`src/qte_pkg.sv`:
```
// ----------------------------------------------------------------------------
// qte_pkg: shared types and constants
// quaternion to yaw-pitch-roll converter, fixed point formats and tables
// ----------------------------------------------------------------------------
`default_nettype none

package qte_pkg;

    localparam int COMPONENT_BITS = 16;
    localparam int CORDIC_STEPS   = 16;
    localparam int ATAN_ENTRIES   = 24;
    localparam int WORK_FRAC      = 30;
    localparam int WORK_W         = 34;  // q30 terms doubled, with sign
    localparam int PROD_W         = 32;  // one q30 product
    localparam int CORDIC_W       = 38;  // cordic x/y with gain headroom
    localparam int NSTAGE         = (CORDIC_STEPS < ATAN_ENTRIES) ? CORDIC_STEPS
                                                                  : ATAN_ENTRIES;
    localparam int ISQ_STAGES     = WORK_FRAC + 1;
    localparam int ISQ_W          = 2 * WORK_FRAC + 2;
    localparam int CORDIC_LAT     = NSTAGE + 1;
    localparam int SQ_IDX         = 1 + ISQ_STAGES;
    localparam int PITCH_IDX      = SQ_IDX + CORDIC_LAT;
    localparam int Q_DEPTH        = 4;
    localparam int Q_AW           = $clog2(Q_DEPTH);

    localparam logic [15:0] PITCH_POS = 16'h4000;
    localparam logic [15:0] PITCH_NEG = 16'hC000;
    localparam logic [31:0] ANG_QUARTER = 32'h4000_0000;
    localparam logic [31:0] ANG_THREE_Q = 32'hC000_0000;

    typedef struct packed {
        logic signed [COMPONENT_BITS-1:0] quat_x;
        logic signed [COMPONENT_BITS-1:0] quat_y;
        logic signed [COMPONENT_BITS-1:0] quat_z;
        logic signed [COMPONENT_BITS-1:0] quat_w;
    } t_quat;

    typedef struct packed {
        logic signed [15:0] pitch_angle;
        logic signed [15:0] yaw_angle;
        logic signed [15:0] roll_angle;
        logic               pitch_clamped;
    } t_result;

    typedef struct packed {
        logic signed [PROD_W-1:0] xx;
        logic signed [PROD_W-1:0] yy;
        logic signed [PROD_W-1:0] zz;
        logic signed [PROD_W-1:0] xy;
        logic signed [PROD_W-1:0] xz;
        logic signed [PROD_W-1:0] yz;
        logic signed [PROD_W-1:0] wx;
        logic signed [PROD_W-1:0] wy;
        logic signed [PROD_W-1:0] wz;
    } t_prod;

    typedef struct packed {
        logic signed [WORK_W-1:0]    sp;
        logic [WORK_FRAC-1:0]        sq;
        logic                        clamp_pos;
        logic                        clamp_neg;
        logic signed [WORK_W-1:0]    yaw_y;
        logic signed [WORK_W-1:0]    yaw_x;
        logic signed [WORK_W-1:0]    roll_y;
        logic signed [WORK_W-1:0]    roll_x;
    } t_work;

    // component product to q30
    function automatic logic signed [PROD_W-1:0] to_work(
        logic signed [2*COMPONENT_BITS-1:0] p);
        localparam int PF  = 2 * (COMPONENT_BITS - 1);
        localparam int SHR = (PF >= WORK_FRAC) ? PF - WORK_FRAC : 0;
        localparam int SHL = (PF < WORK_FRAC) ? WORK_FRAC - PF : 0;
        logic signed [63:0] e;
        e = 64'(p);
        e = (e >>> SHR) <<< SHL;
        return e[PROD_W-1:0];
    endfunction

    // atan(2^-i), 2^32 units per turn
    function automatic logic [31:0] atan_entry(logic [4:0] i);
        logic [31:0] a;
        case (i)
            5'd0:  a = 32'h20000000;
            5'd1:  a = 32'h12E4051E;
            5'd2:  a = 32'h09FB385B;
            5'd3:  a = 32'h051111D4;
            5'd4:  a = 32'h028B0D43;
            5'd5:  a = 32'h0145D7E1;
            5'd6:  a = 32'h00A2F61E;
            5'd7:  a = 32'h00517C55;
            5'd8:  a = 32'h0028BE53;
            5'd9:  a = 32'h00145F2F;
            5'd10: a = 32'h000A2F98;
            5'd11: a = 32'h000517CC;
            5'd12: a = 32'h00028BE6;
            5'd13: a = 32'h000145F3;
            5'd14: a = 32'h0000A2FA;
            5'd15: a = 32'h0000517D;
            5'd16: a = 32'h000028BE;
            5'd17: a = 32'h0000145F;
            5'd18: a = 32'h00000A30;
            5'd19: a = 32'h00000518;
            5'd20: a = 32'h0000028C;
            5'd21: a = 32'h00000146;
            5'd22: a = 32'h000000A3;
            5'd23: a = 32'h00000051;
            default: a = 32'h0;
        endcase
        return a;
    endfunction

endpackage

`default_nettype wire

```
`src/qte_fifo.sv`:
```
// ----------------------------------------------------------------------------
// qte_fifo: short queue between front and back
// register-based, one push and one pop per cycle
// ----------------------------------------------------------------------------
`default_nettype none

module qte_fifo (
    input  wire logic           i_clk,
    input  wire logic           i_rst_n,
    input  wire logic           i_push,
    input  wire qte_pkg::t_work i_data,
    input  wire logic           i_pop,
    output qte_pkg::t_work      o_data,
    output logic                o_empty,
    output logic [qte_pkg::Q_AW:0] o_count
);

    localparam int AW = qte_pkg::Q_AW;

    qte_pkg::t_work r_mem [0:qte_pkg::Q_DEPTH-1];
    logic [AW-1:0]  r_wp, r_rp;
    logic [AW:0]    r_count;
    logic           do_pop;

    assign o_empty = (r_count == '0);
    assign do_pop  = i_pop && !o_empty;

    always_ff @(posedge i_clk) begin
        if (!i_rst_n) begin
            r_wp    <= '0;
            r_rp    <= '0;
            r_count <= '0;
        end else begin
            if (i_push) r_wp <= r_wp + 1'b1;
            if (do_pop) r_rp <= r_rp + 1'b1;
            r_count <= r_count + (AW+1)'(i_push) - (AW+1)'(do_pop);
        end
    end

    always_ff @(posedge i_clk) begin
        if (i_push) r_mem[r_wp] <= i_data;
    end

    assign o_data  = r_mem[r_rp];
    assign o_count = r_count;

endmodule

`default_nettype wire

```
`config.mk`:
```
export PLATFORM = sky130hd
export DESIGN_NAME = qte_fifo
export DESIGN_NICKNAME = d
export VERILOG_FILES = /design/src/qte_pkg.sv /design/src/qte_fifo.sv
export SDC_FILE = /design/constraint.sdc
export NUM_CORES = 1
export LEC_CHECK = 0
export ABC_AREA = 1
export BUFFER_PORTS_ARGS = -buffer_cell sky130_fd_sc_hd__buf_2
export CORE_MARGIN = 2
export CORE_UTILIZATION = 40
export DETAILED_ROUTE_END_ITERATION = 10
export GPL_TIMING_DRIVEN = 0
export PLACE_DENSITY_LB_ADDON = 0.3
export REMOVE_ABC_BUFFERS = 1
export SLEW_MARGIN = 30
export SYNTH_ARGS = -nofsm -noshare
export SYNTH_HDL_FRONTEND = slang
export SYNTH_SLANG_ARGS = --single-unit
```
`constraint.sdc`:
```
create_clock -name i_clk -period 5.1 [get_ports i_clk]
set_input_delay 0 -clock i_clk [delete_from_list [all_inputs] [get_ports i_clk]]
set_output_delay 0 -clock i_clk [all_outputs]
set_load 0.03 [all_outputs]
```
==> flow_summary.toml <==
[critical_path]
critical_path_class = "flip-flop to primary output"
reg2reg_to = "r_mem[0][75]$_DFFE_PP_"
r2r_start = "r_wp[0]$_SDFFE_PN0P_"
required_ns = 5.10
cp-end-kind = "primary output"
critical_path.cell_chain = "buf_12 > buf_16 > inv_16 > buf_16 > o21ai_0 > o22ai_1 > buf_2"
start_kind = "flip-flop"
cp_common_cell = "buf_16"
cp.arrival_ns = 3.41
cp_slowest_stage_delay_ns = 0.46
reg2reg_slack_ns = 3.00
slowest_stage = "dfxtp_4"
ff2ff_path_depth = 5
crit_end = "o_data[52]"
cp_max_fo = 156

[power]
p_sw_share_pct = 32.8
powerDensity_nw_per_um2 = 481
pwr-share-clk_pct = 32.3
power.switching_mw = 6.02
finalPower_mw = 18.4
intPower_mw = 12.4
power_frac_seq_pct = 42.5
power_leakage_nw = 13.3
ir_worst_vdd_uv = 371
p_comb_share_pct = 25.2

[place]
place_area_sq_um = 33500
io_buffer_count = 411
dp.final_hpwl_um = 39500
gp_congestion = 0.721

[grt]
antenna_found_initial = 7
grt_pass1_vias = 19600
grt_max_degree = 157
grt_util_all_layers_pct = 17.8
grt_pass1_wl_um = 108000
grt.overflow.total = 0

[clock_network]
cts-root-buf = "clkbuf_16"
clockBufferDepth = 3
cts_buffers = 85
cts_tree = "built"
post_cts_resized = 0
htreeDepth = 3
clk_pin_slew_ns = 0.06
clk_latency_ns = 0.62
clock_sinks = 817

[sta]
setup_viol = 0
skew_ns = 0.0241
fmax_mhz = 294
rsz0062_at_grt = "no"
fin_crit_ns = 3.41
tightest_slew_ns = 0.637
holdWs_ns = 0.116
maxSlewViolCount = 0
relSlewSlack_pct = 57.5
fin_crit_sh_pct = 66.8
hold_viol = 0

[synthesis]
synth_top_area_share_pct = 79.7
ys_seq_area_share_pct = 80.3
async_flop_share_pct = 0
synth_top_cell_by_area = "edfxtp_1"
yosysMostFrequentCell = "edfxtp_1"
synthFlopType = "edfxtp_1"
synth_edf_count = 808
synth.avg_cell_area_sq_um = 15.1
synth_area_sq_um = 30400
yosys-top-cells-count = "edfxtp_1 (808), nor2_1 (411), o21ai_0 (303), o22ai_1 (202), o21ai_1 (103)"
synth_seq_cells = 817
synthTopCellsByArea = "edfxtp_1 (80%), nor2_1 (5.1%), o21ai_0 (5.0%)"
synth_cell_types = 20
yosys_warnings = 0
syn_inst = 2013

[flow_run]
cap_violations = 0

[floorplanning]
fp.dieH_um = 280
dieArea_sq_um = 78300
initial_core_util_pct = 40.2
io_pins = 412
die_w_um = 280
core-area_sq_um = 75700
fp-row-count = 101

[status]
status = "finished, final reports clean"

[routing]
drtIter0Drc = 1165
drt_wl_total_um = 72000
viasPerCell = 5.21
vias = 19100
drc = 0
drtAntennaViolNets = 0
dr.pass1.iters = 5
wire_per_inst_um = 19.7

[final_layout]
design_area_sq_um = 38200
n_fill_cell = 6300
num-nets-final = 2819
drive_gt1_share_pct = 21.3
area_growth_pct = 25.5

[min_path]
hold_depth = 2
hold_path.class = "primary input to flip-flop"
## per-layer routing
layer  vias to the layer above  GRT usage (%)  wire length, um
li1                       8852              -                -
met1                      9546           21.4            29300
met2                       531           31.1            36400
met3                       130           4.14             4310
met4                         2           6.66             1970
met5                         -              0               16
## through the flow
stage          util (%)  setup WS [ns]  setup TNS (ns)  instances
2_1_floorplan         -          -4.65         -929.84       1880
3_3_place_gp       43.3         -13.79        -5586.54       3269
3_5_place_dp       44.2           2.34               0       3292
4_1_cts            50.5           1.65               0       3652
5_1_grt            50.5           1.49               0       3658
6_report           50.5           1.69               0       3658
## cells by family (layout without fill, tap and decap cells)
group	Yosys count	after routing	share of synthesized area (%)
AO/OA/AOI/OAI	613	613	10.9
other	0	6	0
AND/OR/NAND/NOR	425	425	5.25
flip-flops	817	817	80.3
adder cells (fa/ha/maj)	7	7	0.312
buffers and inverters	151	812	3.24
## power groups by stage
stage	combinational [mW]	clock [mW]	sequential, mW
after floorplan	2.76	0	8.16
after global placement	3.80	0	8.32
after detailed placement	4.52	0	7.94
after CTS	4.67	6.09	7.80
after global routing	4.96	6.35	7.82
final	4.63	5.94	7.80
## worst max-delay path, delay by kind of cell (launching register included)
family | cells | cell delay, ns
AOI/OAI and AO/OA | 2 | 0.54
DFF | 1 | 0.46
buffers and inverters | 5 | 1.58
## cells in the final DEF (no fill, tap or decap), types with 7 or more instances in the layout
cell type        n
buf_16          17
buf_2          411
clkbuf_1        17
clkbuf_16       86
clkinv_1        11
clkinv_2        20
clkinvlp_4       8
dfxtp_1          7
dlygate4sd3_1  205
edfxtp_1       808
inv_1           12
nand2_1         12
nor2_1         411
o21ai_0        303
o21ai_1        103
o22ai_1        202
## sequential cells by signal, summed over array words and instances (netlist names), named ones only
name and flops:
r_wp 2, o_count 3, r_rp 2, r_mem 808
## repair_timing
| item | CTS | global route |
|---|---|---|
| buffers inserted | 0 | 0 |
| hold endpoints to repair | 817 | 0 |
| hold buffers | 205 | 0 |
## final cells by class
cell class / count / area, sq um / share of cell area (%)
diodes: 6 / 15.0 / 0.0393
inverters: 18 / 121 / 0.318
well taps: 978 / 1220 / 3.20
flip-flops and latches: 817 / 24500 / 64.0
clock inverters: 52 / 477 / 1.25
clock buffers: 103 / 2220 / 5.80
repair buffers: 639 / 4700 / 12.3
multi-input cells: 1045 / 5010 / 13.1
## how the worst min path moves through the flow
stage / startpoint / endpoint / slack [ns]
detailed placement: i_data[78] / r_mem[0][78]$_DFFE_PP_ / 0.22
finish: i_data[125] / r_mem[0][125]$_DFFE_PP_ / 0.12
floorplan: i_rst_n / o_count[0]$_SDFF_PN0_ / 0.1
global placement: i_data[157] / r_mem[3][157]$_DFFE_PP_ / 0.21
global route: i_data[54] / r_mem[1][54]$_DFFE_PP_ / 0.1
CTS: i_data[190] / r_mem[1][190]$_DFFE_PP_ / 0.05
Power figures use the tool's default switching activity.
